### config.mk
export PLATFORM = sky130hd
export DESIGN_NAME = bdd_hist_mem
export DESIGN_NICKNAME = d
export VERILOG_FILES = /design/src/hdl/assert_macros.svh /design/src/hdl/bdd_hist_mem.sv
export SDC_FILE = /design/constraint.sdc
export NUM_CORES = 2
export LEC_CHECK = 0
export BUFFER_PORTS_ARGS = -buffer_cell sky130_fd_sc_hd__buf_2
export CAP_MARGIN = 20
export CELL_PAD_IN_SITES_DETAIL_PLACEMENT = 1
export CELL_PAD_IN_SITES_GLOBAL_PLACEMENT = 2
export CORE_AREA = 5 5 449 629
export CTS_CLUSTER_SIZE = 10
export DETAILED_ROUTE_END_ITERATION = 6
export DIE_AREA = 0 0 454 634
export PLACE_DENSITY = 0.83
export REMOVE_ABC_BUFFERS = 1
export SYNTH_ARGS = -nofsm -noshare
export SYNTH_HDL_FRONTEND = slang
export SYNTH_SLANG_ARGS = --single-unit
### constraint.sdc
create_clock -name clk -period 5.6 [get_ports clk]
set_clock_uncertainty 0.05 [all_clocks]
set_input_delay 0.56 -clock clk [delete_from_list [all_inputs] [get_ports clk]]
set_output_delay 0.56 -clock clk [all_outputs]
set_load 0.03 [all_outputs]
### src/hdl/assert_macros.svh
// ----------------------------------------------------------------------------
// Assertion macros
// Shared concurrent assertion forms for the finite-difference block.
// ----------------------------------------------------------------------------
`ifndef ASSERT_MACROS_SVH
`define ASSERT_MACROS_SVH

// Consequent must hold in the same cycle as the antecedent.
`define BDD_ASSERT_SAME(label, clk, rst_n, ante, cons) \
    label: assert property (@(posedge clk) disable iff (!rst_n) (ante) |-> (cons)) \
        else $error("same-cycle check failed");

// Consequent must hold in the cycle after the antecedent.
`define BDD_ASSERT_NEXT(label, clk, rst_n, ante, cons) \
    label: assert property (@(posedge clk) disable iff (!rst_n) (ante) |=> (cons)) \
        else $error("next-cycle check failed");

`endif

### src/hdl/bdd_hist_mem.sv
// ----------------------------------------------------------------------------
// bdd_hist_mem
// Simple dual-port history memory with a registered read port.
// ----------------------------------------------------------------------------
module bdd_hist_mem #(
    parameter int unsigned ADDR_W = 7,
    parameter int unsigned DATA_W = 32
) (
    input  logic              clk,
    input  logic              we,
    input  logic [ADDR_W-1:0] waddr,
    input  logic [DATA_W-1:0] wdata,
    input  logic              re,
    input  logic [ADDR_W-1:0] raddr,
    output logic [DATA_W-1:0] rdata
);

    localparam int unsigned DEPTH = 2 ** ADDR_W;

    logic [DATA_W-1:0] mem [DEPTH];
    logic [DATA_W-1:0] rdata_reg;

    always_ff @(posedge clk)
    begin
        if (we)
        begin
            mem[waddr] <= wdata;
        end
    end

    always_ff @(posedge clk)
    begin
        if (re)
        begin
            rdata_reg <= mem[raddr];
        end
    end

    assign rdata = rdata_reg;

endmodule

**Word level (Yosys, flattened, before mapping)**

Memory sizes are Yosys's and may differ from the RTL's. A register that Yosys moved wholly into a read port is not among the register bits.
Cells that the tools add are included.

- Output and inout port bits: 32
- Word-level logic and storage cells: 3
- Flip-flop bits (word level): 0
- Bits in writable memories: 4,096
- Memories: 1
- Input port bits: 49

Memories:

| memory | depth | bits a word | rd ports | clocked after memory_dff | wr ports | line | text |
|---|---|---|---|---|---|---|---|
| mem | 128 | 32 | 1 | 1 | 1 | bdd_hist_mem.sv:20 | `logic [DATA_W-1:0] mem [DEPTH];` |

- Mux-type cells: 2

Operators by type and width:

| cell | count |
|---|---|
| $mux W1 | 2 |

**Logic depth before layout (Yosys ltp)**

- Word-level depth: 2
- Mapped depth: 8
- Mapped depth without buffers: 4

**Worst setup path before layout**

No wires, ideal clock.

- Path type: input-to-reg
- Start: input port we
- End: memory mem[98][0] (enable)
- Library setup time: 0.461 ns
- Path slack: 1.751 ns
- Required time: 5.089 ns
- Path buffers: 1
- Cell stages on the path: 3
- Arrival time: 3.338 ns
- Path through: clkbuf_1 -> nand4_1 -> nor3_1

- Longest elaborated chain between the ends: 2

RTL lines:

| what | line | text |
|---|---|---|
| from (decl) | bdd_hist_mem.sv:10 | `input logic we,` |
| $mux W1 | bdd_hist_mem.sv:25 | `if (we)` |
| $mux W1 (implied by the code) | bdd_hist_mem.sv:27 | `mem[waddr] <= wdata;` |
| to (decl) | bdd_hist_mem.sv:20 |  |

Every way passes these cells.

==> out/metrics.csv <==
metric,value,unit
antenna_found_initial,65,
postRouteWirelength,482.0,mm
async_reset_ff_share,0,%
critPathMaxStageDelay,0.62,ns
cp.buffers_inverters,3,
stdcell_count,10380,
ys_seq_elements,4128,
multi_input_area,0.03229,mm²
grtUsageTotal,32.70,%
die_h,634,µm
slew-limit-headroom,16.08,%
clock_latency,0.97,ns
cts-htree-levels,5,
critPathSlowestCell,mux4_2,
worst_pin_slew,1.259,ns
finalNetCount,6591,
grt_pass1_wl,645.2,mm
yosysTopAreaCell,edfxtp_1,
cts_setup_buffers,0,
netlist_instances,5990,
place_inst,9773,
initial_core_util,56.64,%
drt_first_pass_iters,6,
cts_tree,yes,
fill_cells,20900,
fmax,272.9,MHz
yosys.area.top_type_share,79.16,%
pin_count,81,
numCtsBuffers,455,
holdCritPathClass,primary input to flop,
hold_depth,1,
holdPathEnd,mem[114][18],
critical_path.startpoint_type,primary input,
drv_cap,0,
vias_per_cell,7.313,
cp_top_family,multiplexers,
numClockSinks,4128,
crit_chain,buf_12 > buf_12 > buf_4 > mux4_2 > mux4_2 > mux4_2 > mux2_2,
ant_nets,0,
gp_congestion,0.8221,
drt_iter0_drc,13780,
die_area,0.2878,mm²
path_clk_slew,0.06,ns
required,6.20,ns
grt_max_degree,98,
utilization,63.96,%
ys.warnings.count,0,
powerDensity,360.5,mW/mm²
first_global_vias,78360,
synth_top_flop_cell,edfxtp_1,
hpwl,257.1,mm
setup_violations,0,
synth_edf_count,4128,
worstReg2RegStart,mem[95][20],
critPathCaptureType,flop,
hold_viol_final,0,
ctsLongestPathBuffers,4,
reg2reg_to,rdata[20],
reg2reg_slack,2.57,ns
core-area,0.2765,mm²
syn2layout_area_growth,12.93,%
period_share,65.44,%
avgSynthCellArea,26.14,µm²
status,"finished, final reports clean",
syn_area,0.1566,mm²
yosysUniqueCellTypes,16,
grt_overflow,0,
arrival,4.27,ns
cts-root-buf,clkbuf_16,
vias,75890,
hold_start,wdata[18],
critPathMaxFanout,67,
yosysMostFrequentCell,edfxtp_1,
yosysSeqAreaShare,79.16,%
slew_violations,0,
wl_per_cell,46.45,µm
synth_area_leaders,"edfxtp_1 79%, mux4_2 19%, clkbuf_1 0.44%, nor2_1 0.29%, buf_2 0.25%",
dieWidth,454,µm
worst-setup-path-type,primary input to flop,
crit_top_cell,mux4_2,
vdd.ir_drop.worst,0.3144,mV
static-leakage-power,0.05409,µW
io_buffers,80,
rows,229,
largest_register_ffs,4096,
period_minus_slack,3.665,ns
netlist_top_cells_count,"4,128 x edfxtp_1, 1,344 x mux4_2, 182 x clkbuf_1",
ff2ff_path_depth,4,
finalSetupTns,0,ns
drive_gt1_share,36.38,%
route.detailed.drc,0,
seqCellArea,0.1240,mm²
rsz0062_at_grt,false,
[cells in the final DEF, fill, tap and decap left out, drive strengths merged, types with 2 or more instances in the layout]
master,n
nand4,3
clkbuf,471
nand2b,2
clkinv,8
diode,114
mux2,32
nor2,122
nor3,9
mux4,1344
dlygate4sd3,5
buf,406
edfxtp,4128
nand2,14
nor2b,7
inv,3
nand3,12
[timing repair]
action	in CTS	in global routing
gates resized for setup	0	0
hold buffers	5	0
hold endpoints to repair	97	0
[routing by layer]
layer / GRT usage (%) / part of all wire [%] / up-vias / routed length, µm
li1: - / - / 27320 / -
met1: 41.23 / 31 / 40070 / 148200
met2: 52.83 / 49 / 7039 / 235500
met3: 6.652 / 12 / 1437 / 59550
met4: 20.29 / 8.0 / 26 / 38550
met5: 0 / 0.035 / - / 170
[per-stage QoR]
step           setup slack [ns]  instance area [µm²]  total power [µW]  hold slack (ns)
2_1_floorplan             1.784               155300             36160           0.6089
3_3_place_gp              1.287               164600             38190           0.9364
3_5_place_dp              1.230               164600             38310           0.9563
4_1_cts                   2.146               176500             63580          0.01135
5_1_grt                   1.953               176800             65520          0.04368
6_report                  1.935               176800             63750          0.06486
[logic make-up (layout without fill, tap and decap cells)]
family	count (synthesis)	count (layout)	synth area share (%)
DFF	4128	4128	79.16
other	0	114	0
muxes	1376	1376	19.56
and+or+nand+nor	170	170	0.4450
buffers and inverters	316	893	0.8373
[cell type report]
class / count / area share, %
diodes: 114 / 0.1613
multi-input cells: 1546 / 18.26
clock inverters: 11 / 0.09481
well taps: 3696 / 2.615
repair buffers: 411 / 2.201
flip-flops and latches: 4128 / 70.10
clock buffers: 471 / 6.569
[worst max-delay path by stage]
| stage | startpoint | to | cells past startpoint |
|---|---|---|---|
| floorplan | waddr[3] | mem[102][0] | 3 |
| global placement | raddr[0] | rdata[10] | 7 |
| detailed placement | raddr[0] | rdata[0] | 7 |
| CTS | raddr[0] | rdata[13] | 7 |
| global route | raddr[0] | rdata[13] | 7 |
| finish | raddr[0] | rdata[13] | 7 |
[power breakdown]
group          switching, µW  leakage, µW  internal, µW
Combinational           2270       0.0112          1280
Clock                  11500      0.00579         14400
Sequential              93.9       0.0371         34200
Note: power is estimated with default switching activity, not from simulation.
