`src/hdl/assert_macros.svh`:
```
// ----------------------------------------------------------------------------
// Assertion macros
// Shared concurrent assertion forms for the finite-difference block.
// ----------------------------------------------------------------------------
`ifndef ASSERT_MACROS_SVH
`define ASSERT_MACROS_SVH

// Consequent must hold in the same cycle as the antecedent.
`define BDD_ASSERT_SAME(label, clk, rst_n, ante, cons) \
    label: assert property (@(posedge clk) disable iff (!rst_n) (ante) |-> (cons)) \
        else $error("same-cycle check failed");

// Consequent must hold in the cycle after the antecedent.
`define BDD_ASSERT_NEXT(label, clk, rst_n, ante, cons) \
    label: assert property (@(posedge clk) disable iff (!rst_n) (ante) |=> (cons)) \
        else $error("next-cycle check failed");

`endif

```
`src/hdl/bdd_pkg.sv`:
```
// ----------------------------------------------------------------------------
// bdd_pkg
// Types, widths and the binomial coefficient table of the finite-difference block.
// ----------------------------------------------------------------------------
package bdd_pkg;

    localparam int unsigned CHANNELS_DEF     = 16;
    localparam int unsigned MAX_ORDER_DEF    = 8;
    localparam int unsigned SAMPLE_WIDTH_DEF = 32;

    localparam int unsigned CHANNEL_W   = 4;
    localparam int unsigned SAMPLE_W    = 32;
    localparam int unsigned RESULT_W    = 64;
    localparam int unsigned ORDER_REG_W = 4;
    localparam int unsigned INV_DT_W    = 48;

    localparam int unsigned PADDR_W       = 4;
    localparam int unsigned PDATA_W       = 64;
    localparam int unsigned REG_ADDR_LSB  = 3;

    // Scaling multiplier: 64-bit magnitude times 48-bit factor, in 32x24 pieces.
    localparam int unsigned MAG_W       = 64;
    localparam int unsigned MAG_HALF_W  = 32;
    localparam int unsigned K_HALF_W    = 24;
    localparam int unsigned PP_W        = MAG_HALF_W + K_HALF_W;
    localparam int unsigned SPROD_W     = MAG_W + INV_DT_W;
    localparam int unsigned FRAC_DROP   = 16;
    localparam int unsigned SCALE_PARTS = 4;

    localparam logic [SPROD_W-1:0] RND_POS = SPROD_W'(32'h8000);
    localparam logic [SPROD_W-1:0] RND_NEG = SPROD_W'(32'h7FFF);
    localparam logic [RESULT_W-1:0] RES_MAX = {1'b0, {(RESULT_W-1){1'b1}}};
    localparam logic [RESULT_W-1:0] RES_MIN = {1'b1, {(RESULT_W-1){1'b0}}};

    localparam int unsigned COEF_W      = 16;
    localparam int unsigned BINOM_ROWS  = 17;
    localparam int unsigned BINOM_IDX_W = 5;

    localparam logic [COEF_W-1:0] BINOM_TAB [BINOM_ROWS][BINOM_ROWS] = '{
        '{1, 0, 0, 0, 0, 0, 0, 0, 0, 0, 0, 0, 0, 0, 0, 0, 0},
        '{1, 1, 0, 0, 0, 0, 0, 0, 0, 0, 0, 0, 0, 0, 0, 0, 0},
        '{1, 2, 1, 0, 0, 0, 0, 0, 0, 0, 0, 0, 0, 0, 0, 0, 0},
        '{1, 3, 3, 1, 0, 0, 0, 0, 0, 0, 0, 0, 0, 0, 0, 0, 0},
        '{1, 4, 6, 4, 1, 0, 0, 0, 0, 0, 0, 0, 0, 0, 0, 0, 0},
        '{1, 5, 10, 10, 5, 1, 0, 0, 0, 0, 0, 0, 0, 0, 0, 0, 0},
        '{1, 6, 15, 20, 15, 6, 1, 0, 0, 0, 0, 0, 0, 0, 0, 0, 0},
        '{1, 7, 21, 35, 35, 21, 7, 1, 0, 0, 0, 0, 0, 0, 0, 0, 0},
        '{1, 8, 28, 56, 70, 56, 28, 8, 1, 0, 0, 0, 0, 0, 0, 0, 0},
        '{1, 9, 36, 84, 126, 126, 84, 36, 9, 1, 0, 0, 0, 0, 0, 0, 0},
        '{1, 10, 45, 120, 210, 252, 210, 120, 45, 10, 1, 0, 0, 0, 0, 0, 0},
        '{1, 11, 55, 165, 330, 462, 462, 330, 165, 55, 11, 1, 0, 0, 0, 0, 0},
        '{1, 12, 66, 220, 495, 792, 924, 792, 495, 220, 66, 12, 1, 0, 0, 0, 0},
        '{1, 13, 78, 286, 715, 1287, 1716, 1716, 1287, 715, 286, 78, 13, 1, 0, 0, 0},
        '{1, 14, 91, 364, 1001, 2002, 3003, 3432, 3003, 2002, 1001, 364, 91, 14, 1,
          0, 0},
        '{1, 15, 105, 455, 1365, 3003, 5005, 6435, 6435, 5005, 3003, 1365, 455, 105,
          15, 1, 0},
        '{1, 16, 120, 560, 1820, 4368, 8008, 11440, 12870, 11440, 8008, 4368, 1820,
          560, 120, 16, 1}
    };

    typedef struct packed {
        logic [ORDER_REG_W-1:0] diff_order;
        logic [INV_DT_W-1:0]    inv_dt_power;
    } cfg_t;

    typedef struct packed {
        logic             start;
        logic             neg;
        logic [MAG_W-1:0] mag;
    } scale_req_t;

    typedef struct packed {
        logic                busy;
        logic                done;
        logic                sat;
        logic [RESULT_W-1:0] value;
    } scale_sts_t;

endpackage

```
`src/hdl/bdd_cfg.sv`:
```
// ----------------------------------------------------------------------------
// bdd_cfg
// APB-style register file holding the difference order and 1/dt^n factor.
// ----------------------------------------------------------------------------
module bdd_cfg (
    input  logic                         clk,
    input  logic                         rst_n,
    input  logic                         psel,
    input  logic                         penable,
    input  logic                         pwrite,
    input  logic [bdd_pkg::PADDR_W-1:0]  paddr,
    input  logic [bdd_pkg::PDATA_W-1:0]  pwdata,
    output logic [bdd_pkg::PDATA_W-1:0]  prdata,
    output logic                         pready,
    output bdd_pkg::cfg_t                cfg
);

    localparam int unsigned IDX_W = bdd_pkg::PADDR_W - bdd_pkg::REG_ADDR_LSB;

    localparam logic [IDX_W-1:0] REG_DIFF_ORDER   = IDX_W'(0);
    localparam logic [IDX_W-1:0] REG_INV_DT_POWER = IDX_W'(1);

    localparam logic [bdd_pkg::ORDER_REG_W-1:0] ORDER_RST  = bdd_pkg::ORDER_REG_W'(1);
    localparam logic [bdd_pkg::INV_DT_W-1:0]    INV_DT_RST = bdd_pkg::INV_DT_W'(65536);

    logic [IDX_W-1:0]                  reg_idx;
    logic                              wr_en;
    logic [bdd_pkg::ORDER_REG_W-1:0]   diff_order_reg;
    logic [bdd_pkg::INV_DT_W-1:0]      inv_dt_power_reg;

    assign reg_idx = paddr[bdd_pkg::PADDR_W-1:bdd_pkg::REG_ADDR_LSB];
    assign pready  = 1'b1;
    assign wr_en   = psel && penable && pwrite && pready;

    always_ff @(posedge clk or negedge rst_n)
    begin
        if (!rst_n)
        begin
            diff_order_reg   <= ORDER_RST;
            inv_dt_power_reg <= INV_DT_RST;
        end
        else if (wr_en)
        begin
            case (reg_idx)
                REG_DIFF_ORDER:
                    diff_order_reg <= pwdata[bdd_pkg::ORDER_REG_W-1:0];
                REG_INV_DT_POWER:
                    inv_dt_power_reg <= pwdata[bdd_pkg::INV_DT_W-1:0];
                default:
                    diff_order_reg <= diff_order_reg;
            endcase
        end
    end

    always_comb
    begin
        case (reg_idx)
            REG_DIFF_ORDER:   prdata = bdd_pkg::PDATA_W'(diff_order_reg);
            REG_INV_DT_POWER: prdata = bdd_pkg::PDATA_W'(inv_dt_power_reg);
            default:          prdata = '0;
        endcase
    end

    assign cfg.diff_order   = diff_order_reg;
    assign cfg.inv_dt_power = inv_dt_power_reg;

endmodule

```
`config.mk`:
```
export PLATFORM = sky130hd
export DESIGN_NAME = bdd_cfg
export DESIGN_NICKNAME = d
export VERILOG_FILES = /design/src/hdl/assert_macros.svh /design/src/hdl/bdd_pkg.sv /design/src/hdl/bdd_cfg.sv
export SDC_FILE = /design/constraint.sdc
export NUM_CORES = 1
export LEC_CHECK = 0
export BUFFER_PORTS_ARGS = -buffer_cell sky130_fd_sc_hd__buf_4
export CORE_MARGIN = 2
export CORE_UTILIZATION = 35
export CTS_CLUSTER_DIAMETER = 80
export DETAILED_ROUTE_END_ITERATION = 8
export PLACE_DENSITY = 0.71
export SKIP_CTS_REPAIR_TIMING = 1
export SLEW_MARGIN = 20
export SYNTH_ARGS = -nofsm -noshare
export SYNTH_HDL_FRONTEND = slang
export SYNTH_SLANG_ARGS = --single-unit
```
`constraint.sdc`:
```
create_clock -name clk -period 1 [get_ports clk]
set_clock_uncertainty 0.15 [all_clocks]
set_input_delay 0.05 -clock clk [delete_from_list [all_inputs] [get_ports clk]]
set_output_delay 0.05 -clock clk [all_outputs]
set_load 0.05 [all_outputs]
```
---- After elaboration in Yosys (flattened, before gate mapping) ----
Cells that the tools add are included.
word-level totals
  register bits after elaboration ......... 52
  word-level logic and storage cells ...... 8
cells by class
  bitwise operators ....................... 1
  multiplexer cells ....................... 1
  reductions and logical operators ........ 4
operators by type and width
  kind                              number
  case mux 64 bit (2 select lines)  1
  AND reduction 2 bit               2
  logical AND 1 bit                 2
  inverter 1 bit                    1

---- Longest topological paths before layout ----
  word-level depth ........................ 3
  gate-level depth with buffers ........... 4
  depth with buffers taken out ............ 2

---- Worst setup path before layout ----
No wires, ideal clock.
  path kind ............................... reg2out
  from .................................... register inv_dt_power_reg[16] (netlist name)
  to ...................................... output prdata[16] (netlist name)
  path buffers ............................ 0
  stages on the path, launching flop included .. 2
  arrival time ............................ 1,147 ps
  slack ................................... -347 ps
  cell sequence ........................... dfstp_2 and2_1
between the ends
  word-level cells in the longest chain between the ends .. 1
ends and longest elaborated chain
  what                              line           source
  start, declared                   bdd_cfg.sv:29  logic [bdd_pkg::INV_DT_W-1:0] inv_dt_power_reg;
  start signal, assigned            bdd_cfg.sv:48  inv_dt_power_reg <= pwdata[bdd_pkg::INV_DT_W-1:0];
  case mux 64 bit (2 select lines)  bdd_cfg.sv:57  case (reg_idx)
  end, declared                     bdd_cfg.sv:13  output logic [bdd_pkg::PDATA_W-1:0] prdata,
No other way between the ends. The select of a mux whose other input is x is not followed.

---- Worst setup path after layout ----
  from .................................... register inv_dt_power_reg[2] (netlist name)
  to ...................................... output prdata[2] (netlist name)
Same word-level chain as after synthesis.

==> results.toml <==
[status]
status = "finished with violations"
violations = "negative setup slack"

[place]
dp_hpwl_mm = 4.45
dpl_cell_area_sq_um = 4050
place_inst = 430
io_buffers = 153
gp_congestion = 0.681

[timing]
finalMaxSlewViolations = 0
fin_crit_sh_pct = 137
fmax_mhz = 730
finalCriticalPeriod_ps = 1370
setup_viol = 121
rsz0062_at_grt = "true"
finalHoldViolCount = 0
fin_ws_ps = -369

[power]
powerDensity_nw_per_um2 = 2100
vdd_drop_max_v = 0.00113
leakage_nw = 2.72

[setup_path]
worstPathArrival_ps = 1170
cp-end-kind = "primary output"
critPathMaxFanout = 3
path_class = "reg2out"
cp-start-kind = "flip-flop"
worstPathRequired_ps = 800
worst-r2r-cell-count = 3

[floorplanning]
ioPinCount = 190
core_area_sq_um = 6830
start_util_pct = 36.5
rows = 30
die_x_microns = 88.4
die-area_sq_um = 7820
fp.dieH_microns = 88.4

[yosys]
synth.avg_cell_area_sq_um = 13.6
syn_inst = 183
syn_area_sq_um = 2490
ys_ff_latch = 52
ys_warn_count = 0
yosysUniqueCellTypes = 12
yosysSeqAreaShare_pct = 52.3

[drt]
final_antenna_net_count = 0
dr.pass1.iters = 3
vias = 2229
drt-total-wl_mm = 7.97
routedWlPerCell_microns = 15.4
via_per_inst = 4.32
drcViolationCount = 0
first_iter_violations = 41

[global_routing]
grt_pass1_vias = 1792
grt_util_all_layers_pct = 14.4
grt_pass1_wl_mm = 8.74
grt_max_degree = 53
antenna_found_initial = 0
gr-total-overflow = 0

[layout]
nets = 493
syn2layout_area_growth_pct = 116
fin_cells = 516
drive_gt1_share_pct = 83.6
diodes = 0
fin_area_sq_um = 5390
largest_reg_flops = 48

[clocking]
clock_path_buffers = 2
cts_tree = "built"
clk_pin_slew_ps = 90
clk_latency_ps = 290
clock-sinks = 52
root_buffer = "clkbuf_8"
cts_buffers = 5
cts_max_level = 2

[flow_run]
cap_violations = 0

[hold_path]
min_path_type = "in2async"
critical path: stages (launching register included):
cell	delay, ps
dfrtp_2	440
mux2_4	270
buf_6	150
cell usage after synthesis (all sizes together):
master / count / area share, %
mux2: 56 / 28
dfrtp: 50 / 50
and2: 44 / 11
buf: 22 / 6.7
clkbuf: 5 / 0.75
conb: 2 / 0.30
dfstp: 2 / 2.1
nand4: 1 / 0.25
nand4b: 1 / 0.35
worst paths after layout:
| path | end | slack, ps | start |
|---|---|---|---|
| worst max-delay path | prdata[2] | -370 | inv_dt_power_reg[2]$_DFFE_PN0P_ |
| worst min-delay path | inv_dt_power_reg[32]$_DFFE_PN0P_ | 140 | rst_n |
| worst max register to register | inv_dt_power_reg[39]$_DFFE_PN0P_ | -140 | inv_dt_power_reg[39]$_DFFE_PN0P_ |
| worst min register to register | inv_dt_power_reg[30]$_DFFE_PN0P_ | 400 | inv_dt_power_reg[30]$_DFFE_PN0P_ |
| max in group asynchronous | diff_order_reg[0]$_DFFE_PN1P_ | 270 | rst_n |
| min in group clk | diff_order_reg[3]$_DFFE_PN0P_ | 160 | penable |
report_power, final:
group	leakage, nW	internal [mW]	switching (mW)	total, mW
clock	0.0410	0.478	0.644	1.12
sequential	0.567	2.67	0.489	3.16
combinational	2.12	3.28	3.79	7.07
logic make-up (layout without fill, tap and decap cells):
family        Yosys count  in the layout  share of synthesized area (%)
mux                    56             56                           28.3
flops                  52             52                           52.3
simple gates           46             46                           11.6
buf+inv                27            249                           7.48
other cells             2             17                          0.301
per-stage QoR:
| stage | utilization [%] | hold WS (ps) | TNS [ps] | setup WS (ps) | power [mW] |
|---|---|---|---|---|---|
| 2_1_floorplan | - | -396 | -4520 | -179 | 7.09 |
| 3_3_place_gp | 59.3 | -100 | -11610 | -240 | 8.61 |
| 3_5_place_dp | 59.3 | -95.9 | -12400 | -259 | 8.67 |
| 4_1_cts | 60.4 | -427 | -20880 | -398 | 9.81 |
| 5_1_grt | 79.0 | 158 | -23050 | -395 | 11.8 |
| 6_report | 79.0 | 138 | -19730 | -369 | 11.4 |
layout by cell type, fill, tap and decap left out:
cell and instances:
and2_4 44, buf_12 3, buf_4 70, buf_6 94, buf_8 26, clkbuf_1 1, clkbuf_8 5, clkinv_2 1
conb_1 17, dfrtp_2 50, dfstp_2 2, dlygate4sd3_1 49, mux2_4 56, nand4_1 1, nand4b_1 1
cell type report:
| type | count | area (sq um) |
|---|---|---|
| sequential | 52 | 1370 |
| fill | 408 | 1440 |
| tap | 96 | 120 |
| multi-input combinational | 119 | 1310 |
| clock buffer | 6 | 72.6 |
| clock inverter | 1 | 5.00 |
| timing repair buffer | 242 | 2520 |
metal layers:
metal / GRT usage, % / share of wire (%)
met1: 20.1 / 39
met2: 22.1 / 55
met3: 3.92 / 6.1
met4: 4.13 / 0.44
met5: 0 / 0
No activity file was read; power rests on OpenSTA's default activity.
