--- src/hdl/assert_macros.svh ---
// ----------------------------------------------------------------------------
// Assertion macros
// Shared concurrent assertion forms for the finite-difference block.
// ----------------------------------------------------------------------------
`ifndef ASSERT_MACROS_SVH
`define ASSERT_MACROS_SVH

// Consequent must hold in the same cycle as the antecedent.
`define BDD_ASSERT_SAME(label, clk, rst_n, ante, cons) \
    label: assert property (@(posedge clk) disable iff (!rst_n) (ante) |-> (cons)) \
        else $error("same-cycle check failed");

// Consequent must hold in the cycle after the antecedent.
`define BDD_ASSERT_NEXT(label, clk, rst_n, ante, cons) \
    label: assert property (@(posedge clk) disable iff (!rst_n) (ante) |=> (cons)) \
        else $error("next-cycle check failed");

`endif

--- src/hdl/bdd_pkg.sv ---
// ----------------------------------------------------------------------------
// bdd_pkg
// Types, widths and the binomial coefficient table of the finite-difference block.
// ----------------------------------------------------------------------------
package bdd_pkg;

    localparam int unsigned CHANNELS_DEF     = 16;
    localparam int unsigned MAX_ORDER_DEF    = 8;
    localparam int unsigned SAMPLE_WIDTH_DEF = 32;

    localparam int unsigned CHANNEL_W   = 4;
    localparam int unsigned SAMPLE_W    = 32;
    localparam int unsigned RESULT_W    = 64;
    localparam int unsigned ORDER_REG_W = 4;
    localparam int unsigned INV_DT_W    = 48;

    localparam int unsigned PADDR_W       = 4;
    localparam int unsigned PDATA_W       = 64;
    localparam int unsigned REG_ADDR_LSB  = 3;

    // Scaling multiplier: 64-bit magnitude times 48-bit factor, in 32x24 pieces.
    localparam int unsigned MAG_W       = 64;
    localparam int unsigned MAG_HALF_W  = 32;
    localparam int unsigned K_HALF_W    = 24;
    localparam int unsigned PP_W        = MAG_HALF_W + K_HALF_W;
    localparam int unsigned SPROD_W     = MAG_W + INV_DT_W;
    localparam int unsigned FRAC_DROP   = 16;
    localparam int unsigned SCALE_PARTS = 4;

    localparam logic [SPROD_W-1:0] RND_POS = SPROD_W'(32'h8000);
    localparam logic [SPROD_W-1:0] RND_NEG = SPROD_W'(32'h7FFF);
    localparam logic [RESULT_W-1:0] RES_MAX = {1'b0, {(RESULT_W-1){1'b1}}};
    localparam logic [RESULT_W-1:0] RES_MIN = {1'b1, {(RESULT_W-1){1'b0}}};

    localparam int unsigned COEF_W      = 16;
    localparam int unsigned BINOM_ROWS  = 17;
    localparam int unsigned BINOM_IDX_W = 5;

    localparam logic [COEF_W-1:0] BINOM_TAB [BINOM_ROWS][BINOM_ROWS] = '{
        '{1, 0, 0, 0, 0, 0, 0, 0, 0, 0, 0, 0, 0, 0, 0, 0, 0},
        '{1, 1, 0, 0, 0, 0, 0, 0, 0, 0, 0, 0, 0, 0, 0, 0, 0},
        '{1, 2, 1, 0, 0, 0, 0, 0, 0, 0, 0, 0, 0, 0, 0, 0, 0},
        '{1, 3, 3, 1, 0, 0, 0, 0, 0, 0, 0, 0, 0, 0, 0, 0, 0},
        '{1, 4, 6, 4, 1, 0, 0, 0, 0, 0, 0, 0, 0, 0, 0, 0, 0},
        '{1, 5, 10, 10, 5, 1, 0, 0, 0, 0, 0, 0, 0, 0, 0, 0, 0},
        '{1, 6, 15, 20, 15, 6, 1, 0, 0, 0, 0, 0, 0, 0, 0, 0, 0},
        '{1, 7, 21, 35, 35, 21, 7, 1, 0, 0, 0, 0, 0, 0, 0, 0, 0},
        '{1, 8, 28, 56, 70, 56, 28, 8, 1, 0, 0, 0, 0, 0, 0, 0, 0},
        '{1, 9, 36, 84, 126, 126, 84, 36, 9, 1, 0, 0, 0, 0, 0, 0, 0},
        '{1, 10, 45, 120, 210, 252, 210, 120, 45, 10, 1, 0, 0, 0, 0, 0, 0},
        '{1, 11, 55, 165, 330, 462, 462, 330, 165, 55, 11, 1, 0, 0, 0, 0, 0},
        '{1, 12, 66, 220, 495, 792, 924, 792, 495, 220, 66, 12, 1, 0, 0, 0, 0},
        '{1, 13, 78, 286, 715, 1287, 1716, 1716, 1287, 715, 286, 78, 13, 1, 0, 0, 0},
        '{1, 14, 91, 364, 1001, 2002, 3003, 3432, 3003, 2002, 1001, 364, 91, 14, 1,
          0, 0},
        '{1, 15, 105, 455, 1365, 3003, 5005, 6435, 6435, 5005, 3003, 1365, 455, 105,
          15, 1, 0},
        '{1, 16, 120, 560, 1820, 4368, 8008, 11440, 12870, 11440, 8008, 4368, 1820,
          560, 120, 16, 1}
    };

    typedef struct packed {
        logic [ORDER_REG_W-1:0] diff_order;
        logic [INV_DT_W-1:0]    inv_dt_power;
    } cfg_t;

    typedef struct packed {
        logic             start;
        logic             neg;
        logic [MAG_W-1:0] mag;
    } scale_req_t;

    typedef struct packed {
        logic                busy;
        logic                done;
        logic                sat;
        logic [RESULT_W-1:0] value;
    } scale_sts_t;

endpackage

--- src/hdl/bdd_scale.sv ---
// ----------------------------------------------------------------------------
// bdd_scale
// Multi-cycle signed-magnitude scaler: Q.16 rounding and 64-bit saturation.
// ----------------------------------------------------------------------------
module bdd_scale (
    input  logic                          clk,
    input  logic                          rst_n,
    input  bdd_pkg::scale_req_t           req,
    input  logic [bdd_pkg::INV_DT_W-1:0]  k,
    output bdd_pkg::scale_sts_t           sts
);

    localparam int unsigned CNT_W = 3;
    localparam logic [CNT_W-1:0] CNT_PARTS = CNT_W'(bdd_pkg::SCALE_PARTS);
    localparam logic [CNT_W-1:0] CNT_FIN   = CNT_W'(bdd_pkg::SCALE_PARTS + 1);
    localparam int unsigned Q_LO_MSB = bdd_pkg::FRAC_DROP + bdd_pkg::RESULT_W - 1;

    logic                               busy_reg;
    logic                               done_reg;
    logic [CNT_W-1:0]                   cnt_reg;
    logic                               pp_vld_reg;
    logic [1:0]                         pp_idx_reg;
    logic                               neg_reg;
    logic [bdd_pkg::MAG_W-1:0]          mag_reg;
    logic [bdd_pkg::PP_W-1:0]           pp_reg;
    logic [bdd_pkg::SPROD_W-1:0]        prod_reg;
    logic                               sat_reg;
    logic [bdd_pkg::RESULT_W-1:0]       value_reg;

    logic [bdd_pkg::MAG_HALF_W-1:0]     mag_half;
    logic [bdd_pkg::K_HALF_W-1:0]       k_half;
    logic [bdd_pkg::PP_W-1:0]           pp_c;
    logic [bdd_pkg::SPROD_W-1:0]        pp_ext;
    logic [bdd_pkg::SPROD_W-Q_LO_MSB-2:0] q_hi;
    logic [bdd_pkg::RESULT_W-1:0]       q_lo;
    logic                               sat_c;
    logic [bdd_pkg::RESULT_W-1:0]       value_c;

    assign mag_half = cnt_reg[1] ? mag_reg[bdd_pkg::MAG_W-1:bdd_pkg::MAG_HALF_W]
                                 : mag_reg[bdd_pkg::MAG_HALF_W-1:0];
    assign k_half   = cnt_reg[0] ? k[bdd_pkg::INV_DT_W-1:bdd_pkg::K_HALF_W]
                                 : k[bdd_pkg::K_HALF_W-1:0];
    assign pp_c     = bdd_pkg::PP_W'(mag_half) * bdd_pkg::PP_W'(k_half);

    // Each partial product lands at the sum of its two halves' weights.
    always_comb
    begin
        case (pp_idx_reg)
            2'd0:    pp_ext = bdd_pkg::SPROD_W'(pp_reg);
            2'd1:    pp_ext = bdd_pkg::SPROD_W'(pp_reg) << bdd_pkg::K_HALF_W;
            2'd2:    pp_ext = bdd_pkg::SPROD_W'(pp_reg) << bdd_pkg::MAG_HALF_W;
            2'd3:    pp_ext = bdd_pkg::SPROD_W'(pp_reg) << bdd_pkg::PP_W;
            default: pp_ext = '0;
        endcase
    end

    // The rounding constant was preloaded, so dropping the fraction bits is enough.
    assign q_hi = prod_reg[bdd_pkg::SPROD_W-1:Q_LO_MSB+1];
    assign q_lo = prod_reg[Q_LO_MSB:bdd_pkg::FRAC_DROP];

    always_comb
    begin
        if (neg_reg)
        begin
            sat_c   = (|q_hi) || (q_lo[bdd_pkg::RESULT_W-1] && (|q_lo[bdd_pkg::RESULT_W-2:0]));
            value_c = sat_c ? bdd_pkg::RES_MIN : (~q_lo + bdd_pkg::RESULT_W'(1));
        end
        else
        begin
            sat_c   = (|q_hi) || q_lo[bdd_pkg::RESULT_W-1];
            value_c = sat_c ? bdd_pkg::RES_MAX : q_lo;
        end
    end

    always_ff @(posedge clk or negedge rst_n)
    begin
        if (!rst_n)
        begin
            busy_reg   <= 1'b0;
            done_reg   <= 1'b0;
            cnt_reg    <= '0;
            pp_vld_reg <= 1'b0;
        end
        else
        begin
            done_reg <= 1'b0;
            if (req.start)
            begin
                busy_reg   <= 1'b1;
                cnt_reg    <= '0;
                pp_vld_reg <= 1'b0;
            end
            else if (busy_reg)
            begin
                cnt_reg    <= cnt_reg + CNT_W'(1);
                pp_vld_reg <= (cnt_reg < CNT_PARTS);
                if (cnt_reg == CNT_FIN)
                begin
                    busy_reg <= 1'b0;
                    done_reg <= 1'b1;
                end
            end
        end
    end

    always_ff @(posedge clk)
    begin
        if (req.start)
        begin
            neg_reg  <= req.neg;
            mag_reg  <= req.mag;
            prod_reg <= req.neg ? bdd_pkg::RND_NEG : bdd_pkg::RND_POS;
        end
        else if (busy_reg)
        begin
            if (cnt_reg < CNT_PARTS)
            begin
                pp_reg     <= pp_c;
                pp_idx_reg <= cnt_reg[1:0];
            end
            if (pp_vld_reg)
            begin
                prod_reg <= prod_reg + pp_ext;
            end
            if (cnt_reg == CNT_FIN)
            begin
                sat_reg   <= sat_c;
                value_reg <= value_c;
            end
        end
    end

    assign sts.busy  = busy_reg;
    assign sts.done  = done_reg;
    assign sts.sat   = sat_reg;
    assign sts.value = value_reg;

endmodule

--- config.mk ---
export PLATFORM = sky130hd
export DESIGN_NAME = bdd_scale
export DESIGN_NICKNAME = d
export VERILOG_FILES = /design/src/hdl/assert_macros.svh /design/src/hdl/bdd_pkg.sv /design/src/hdl/bdd_scale.sv
export SDC_FILE = /design/constraint.sdc
export NUM_CORES = 2
export LEC_CHECK = 0
export BUFFER_PORTS_ARGS = -buffer_cell sky130_fd_sc_hd__buf_2
export CORE_MARGIN = 10
export CORE_UTILIZATION = 50
export DETAILED_ROUTE_END_ITERATION = 8
export PLACE_DENSITY = 0.76
export SYNTH_ARGS = -nofsm -noshare
export SYNTH_HDL_FRONTEND = slang
export SYNTH_SLANG_ARGS = --single-unit
--- constraint.sdc ---
create_clock -name clk -period 8.1 [get_ports clk]
set_input_delay 0.81 -clock clk [delete_from_list [all_inputs] [get_ports clk]]
set_output_delay 0.81 -clock clk [all_outputs]
set_load 0.01 [all_outputs]
### Word level (Yosys, flattened, before mapping)

Index checks and enable logic that the tools add are counted.

| cells by class | value |
|---|---|
| multiply operators | 1 |
| $lt $le $gt $ge | 1 |
| bitwise gates (word level) | 2 |
| equal/unequal tests | 4 |
| reductions and logical operators | 11 |
| multiplexer cells | 21 |
| add/subtract/negate cells | 3 |

Operator list:

| kind | number |
|---|---|
| 112-bit case mux with 4 select lines | 1 |
| 112-bit two-way mux | 3 |
| 64-bit two-way mux | 3 |
| 112-bit adder | 1 |
| 64-bit by 1-bit adder with 64-bit output, second input constant | 1 |
| 64-bit NOT | 1 |
| 63-bit OR reduction | 1 |
| 32-bit by 24-bit multiplier with 56-bit output | 1 |
| 32-bit two-way mux | 1 |
| 32-bit OR reduction | 1 |
| 24-bit two-way mux | 1 |
| 16-bit two-way mux | 1 |
| 1-bit two-way mux | 9 |
| 3-bit two-way mux | 2 |
| 3-bit AND reduction | 2 |
| 2-bit == test, second input constant | 2 |
| 2-bit nonzero test | 2 |
| 3-bit by 1-bit adder with 3-bit output, second input constant | 1 |
| 3-bit == test, second input constant | 1 |
| 3-bit < comparator, second input constant | 1 |
| 2-bit by 1-bit == test with 1-bit output, second input constant | 1 |
| 2-bit logical NOT | 1 |
| 1-bit logical OR | 2 |
| 2-bit AND reduction | 1 |
| 2 further kinds | 2 |

| word-level totals | value |
|---|---|
| logic and storage cells | 54 |
| output and inout bits | 67 |
| flip-flop bits (word level) | 306 |

### Longest topological paths before layout

| depth | value |
|---|---|
| depth in word-level cells | 6 |
| mapped depth | 30 |

### Least setup slack after synthesis

OpenSTA, ideal clock, no wires.

| timing path | value |
|---|---|
| path type | flip-flop to flip-flop |
| start | register cnt_reg[1] |
| end | register pp_reg[53] in the netlist's numbering (data pin) |
| data required time | 7840 ps |
| setup time | 260 ps |
| data arrival time | 7938 ps |
| slack | -97 ps |
| stages on the path, launching flop included | 25 |
| clock period less this slack | 8197 ps |
| cells stage by stage | dfrtp_1 -> clkbuf_1 -> buf_1 -> mux2i_1 -> nor2_1 -> fa_1 -> fa_1 -> inv_1 -> fa_1 -> fa_1 -> inv_1 -> fa_1 -> fa_1 -> fa_1 -> ha_1 -> clkbuf_1 -> and3_1 -> nand3_1 -> or4_1 -> o21ai_0 -> a41oi_1 -> o311ai_0 -> nand4_1 -> a21bo_2 -> xnor2_1 |

| between the ends | value |
|---|---|
| cells in the longest elaborated chain, start to end | 2 |

RTL lines:

| item | RTL line | text |
|---|---|---|
| from (decl) | bdd_scale.sv:20 | `logic [CNT_W-1:0] cnt_reg;` |
| from (signal assigned) | bdd_scale.sv:95 | `cnt_reg <= cnt_reg + CNT_W'(1);` |
| 32-bit two-way mux | bdd_scale.sv:39 | `assign mag_half = cnt_reg[1] ? mag_reg[bdd_pkg::MAG_W-1:bdd_pkg::MAG_HALF_W]` |
| 32-bit by 24-bit multiplier with 56-bit output | bdd_scale.sv:43 | `assign pp_c = bdd_pkg::PP_W'(mag_half) * bdd_pkg::PP_W'(k_half);` |
| net pp_c, one bit | bdd_scale.sv:32 | `logic [bdd_pkg::PP_W-1:0] pp_c;` |
| to (signal assigned) | bdd_scale.sv:118 | `pp_reg <= pp_c;` |
| to (decl) | bdd_scale.sv:25 | `logic [bdd_pkg::PP_W-1:0] pp_reg;` |

The timed path passes the listed nets, and every way through them passes these cells.
A chain may end at the register's enable or synchronous reset.

### Worst setup path after layout

Same ends and word-level chain as after synthesis.

==> results_dict.tcl <==
set metrics [dict create \
    port_buffers 182 \
    cts_inserted_buffers 40 \
    grt_antenna_before_repair 0 \
    route.detailed.drc 0 \
    hold_class "in2reg" \
    initial_core_util_pct 50.55 \
    via_count 38900 \
    synth.most_common_cell "inv_1" \
    largest_register_ffs 112 \
    clk_pin_slew_ps 70 \
    crit_arrival_ps 8300 \
    grt_max_degree 80 \
    synth_area_leaders "fa_1 (29%), edfxtp_1 (20%), ha_1 (8.1%)" \
    clockBufferDepth 3 \
    wire_per_inst_um 23.51 \
    whs_path_depth 1 \
    r2r-start "cnt_reg[1]$_DFFE_PN0P_" \
    cp_max_fo 14 \
    yosys_warnings 0 \
    r2r_end "pp_reg[53]$_DFFE_PP_" \
    fin_crit_sh_pct 97.64 \
    wl_um 153600 \
    gp_congestion 0.9938 \
    ys_types 86 \
    clock_latency_ps 650 \
    io_pins 183 \
    syn_area_mm2 0.04571 \
    grt_pass1_vias 39520 \
    rows 110 \
    synth-seq-cells 306 \
    postPlaceCellArea_mm2 0.04918 \
    synth_ff_type "edfxtp_1" \
    yosysTopAreaCell "fa_1" \
    final_nets 6398 \
    worstRegToRegCells 27 \
    die_h_um 322.4 \
    maxCapViolations 0 \
    die_x_um 322.4 \
    dieArea_mm2 0.1039 \
    setup_violations 0 \
    avgSynthCellArea_um2 8.897 \
    netlist.area_leader.share_pct 28.86 \
    cp.required_ps 8490 \
    ys_seq_area_share_pct 20.04 \
    r2r_setup_slack_ps 190 \
    run_status "finished clean" \
    cts_sinks 306 \
    cts_tree "built" \
    cts_root_buffer "clkbuf_16" \
    crit_path_end_kind "register" \
    netlist_instances 5138 \
    holdPathEnd "mag_reg[29]$_DFFE_PP_" \
    layout-drive-gt1-share_pct 11.61 \
    firstDrtPassIters 6 \
    pre_cts_slack_ps -135.0 \
    vias_per_cell 5.954 \
    track_usage_pct 29.36 \
    startpoint_type "register" \
    htree_levels 2 \
    finalInstanceArea_mm2 0.05087 \
    tightest_slew_ps 998.3 \
    area_growth_pct 11.28 \
    slew_violations 0 \
    synth_commonest_cells "inv_1 (742), fa_1 (659), nor2_1 (657), nand2_1 (640), edfxtp_1 (300)" \
    synth_edf_count 300 \
    hold_viol_final 0 \
    fmax_ghz 0.1264 \
    layout_setup_ws_ps 190.9 \
    finalCriticalPeriod_ps 7909 \
    hold_ws_ps 332.0 \
    skew_ps 42.21 \
    synth_nets 6209 \
    hold_start "req[29]" \
    relSlewSlack_pct 32.75 \
    ant_nets 0 \
    insertedDiodeCount 0 \
    worstSetupPathType "reg2reg" \
    grt_first_pass_wirelength_um 234700 \
    hpwl_um 125500 \
    async_reset_ff_share_pct 1.961 \
    core_area_mm2 0.09042 \
    grt-ovfl-total 0 \
    drtIter0Drc 3859 \
]
==> cells by family after synthesis <==
group	count (synthesis)	synth area share, %
fa+ha+maj	955	36.96
xor+xnor	150	2.874
mux	150	3.476
simple gates	1733	16.57
compound gates	836	11.70
buf+inv	1008	8.384
flops	306	20.04
==> per-layer routing <==
layer  global-route usage, %  part of all wire, %  up-vias
li1                        -                    -    17280
met1                   36.31                   38    19100
met2                   48.57                   47     2085
met3                   5.648                  9.1      442
met4                   15.15                  6.1        0
met5                       0                    0        -
==> cell usage in the layout, fill, tap and decap left out, types with 26 or more instances in the layout <==
| master | n |
|---|---|
| ha_1 | 294 |
| o21bai_1 | 46 |
| nor2_1 | 655 |
| xor2_1 | 52 |
| inv_1 | 742 |
| and3_1 | 42 |
| and2_1 | 51 |
| mux2i_1 | 65 |
| nand2_1 | 639 |
| nand3_1 | 39 |
| o21ai_0 | 237 |
| buf_4 | 192 |
| mux2_2 | 55 |
| nor2b_1 | 40 |
| buf_2 | 181 |
| a21oi_1 | 219 |
| a21o_1 | 82 |
| nor3_1 | 75 |
| a31oi_1 | 26 |
| clkbuf_16 | 41 |
| o311ai_1 | 29 |
| buf_12 | 29 |
| nand4_1 | 64 |
| nor4_1 | 31 |
| edfxtp_1 | 300 |
| fa_1 | 657 |
| xnor2_1 | 98 |
==> stage by stage <==
stage	std cells	utilization, %	TNS, ps
floorplan	5138	-	0
detailed placement	6450	54.39	-299.5
finish	6533	56.26	0
global route	6533	56.26	-57.23
CTS	6523	55.93	0
global placement	6450	54.39	-131.9
==> worst max-delay path, stage by stage (launching register included) <==
cell,delay (ps)
dfrtp_4,530
buf_12,160
clkbuf_16,200
mux2i_2,240
buf_12,200
nor2_1,70
fa_1,500
inv_1,50
fa_1,470
inv_1,50
fa_1,540
fa_1,610
fa_1,430
fa_1,490
inv_1,50
fa_1,470
inv_1,40
ha_1,350
and3_1,220
nand3_1,110
or4_1,530
o21ai_2,170
buf_4,140
a41oi_2,150
o311ai_2,330
nand4_1,170
a21bo_2,240
xnor2_1,120
==> layout make-up <==
cell class / instances / area, um^2
clock inverter: 23 / 319.1
timing repair buffer: 412 / 3073
sequential: 306 / 9164
inverter: 743 / 2789
fill: 7974 / 39550
tap: 1176 / 1471
multi-input combinational: 3824 / 33000
clock buffer: 49 / 1055
==> timing repair <==
item                                   CTS  global route
resized for setup                        5            45
endpoints found under the hold margin    2             0
setup endpoints to repair                3            13
hold buffers                             1             0
buffers inserted                         0             9
cloned                                   0             1
pin swaps                                0             8
==> worst max-delay path by stage <==
stage	endpoint	cells past startpoint	slack [ps]	startpoint
floorplan	pp_reg[53]$_DFFE_PP_	25	20	cnt_reg[0]$_DFFE_PN0P_
global placement	pp_reg[53]$_DFFE_PP_	27	-90	k[27]
detailed placement	pp_reg[55]$_DFFE_PP_	28	-140	k[28]
finish	pp_reg[53]$_DFFE_PP_	27	190	cnt_reg[1]$_DFFE_PN0P_
global route	pp_reg[55]$_DFFE_PP_	27	-30	cnt_reg[1]$_DFFE_PN0P_
CTS	pp_reg[55]$_DFFE_PP_	29	20	cnt_reg[1]$_DFFE_PN0P_
Power is not shown: default switching activity piles up to over one toggle a cycle in this logic, so the estimate is an artifact.
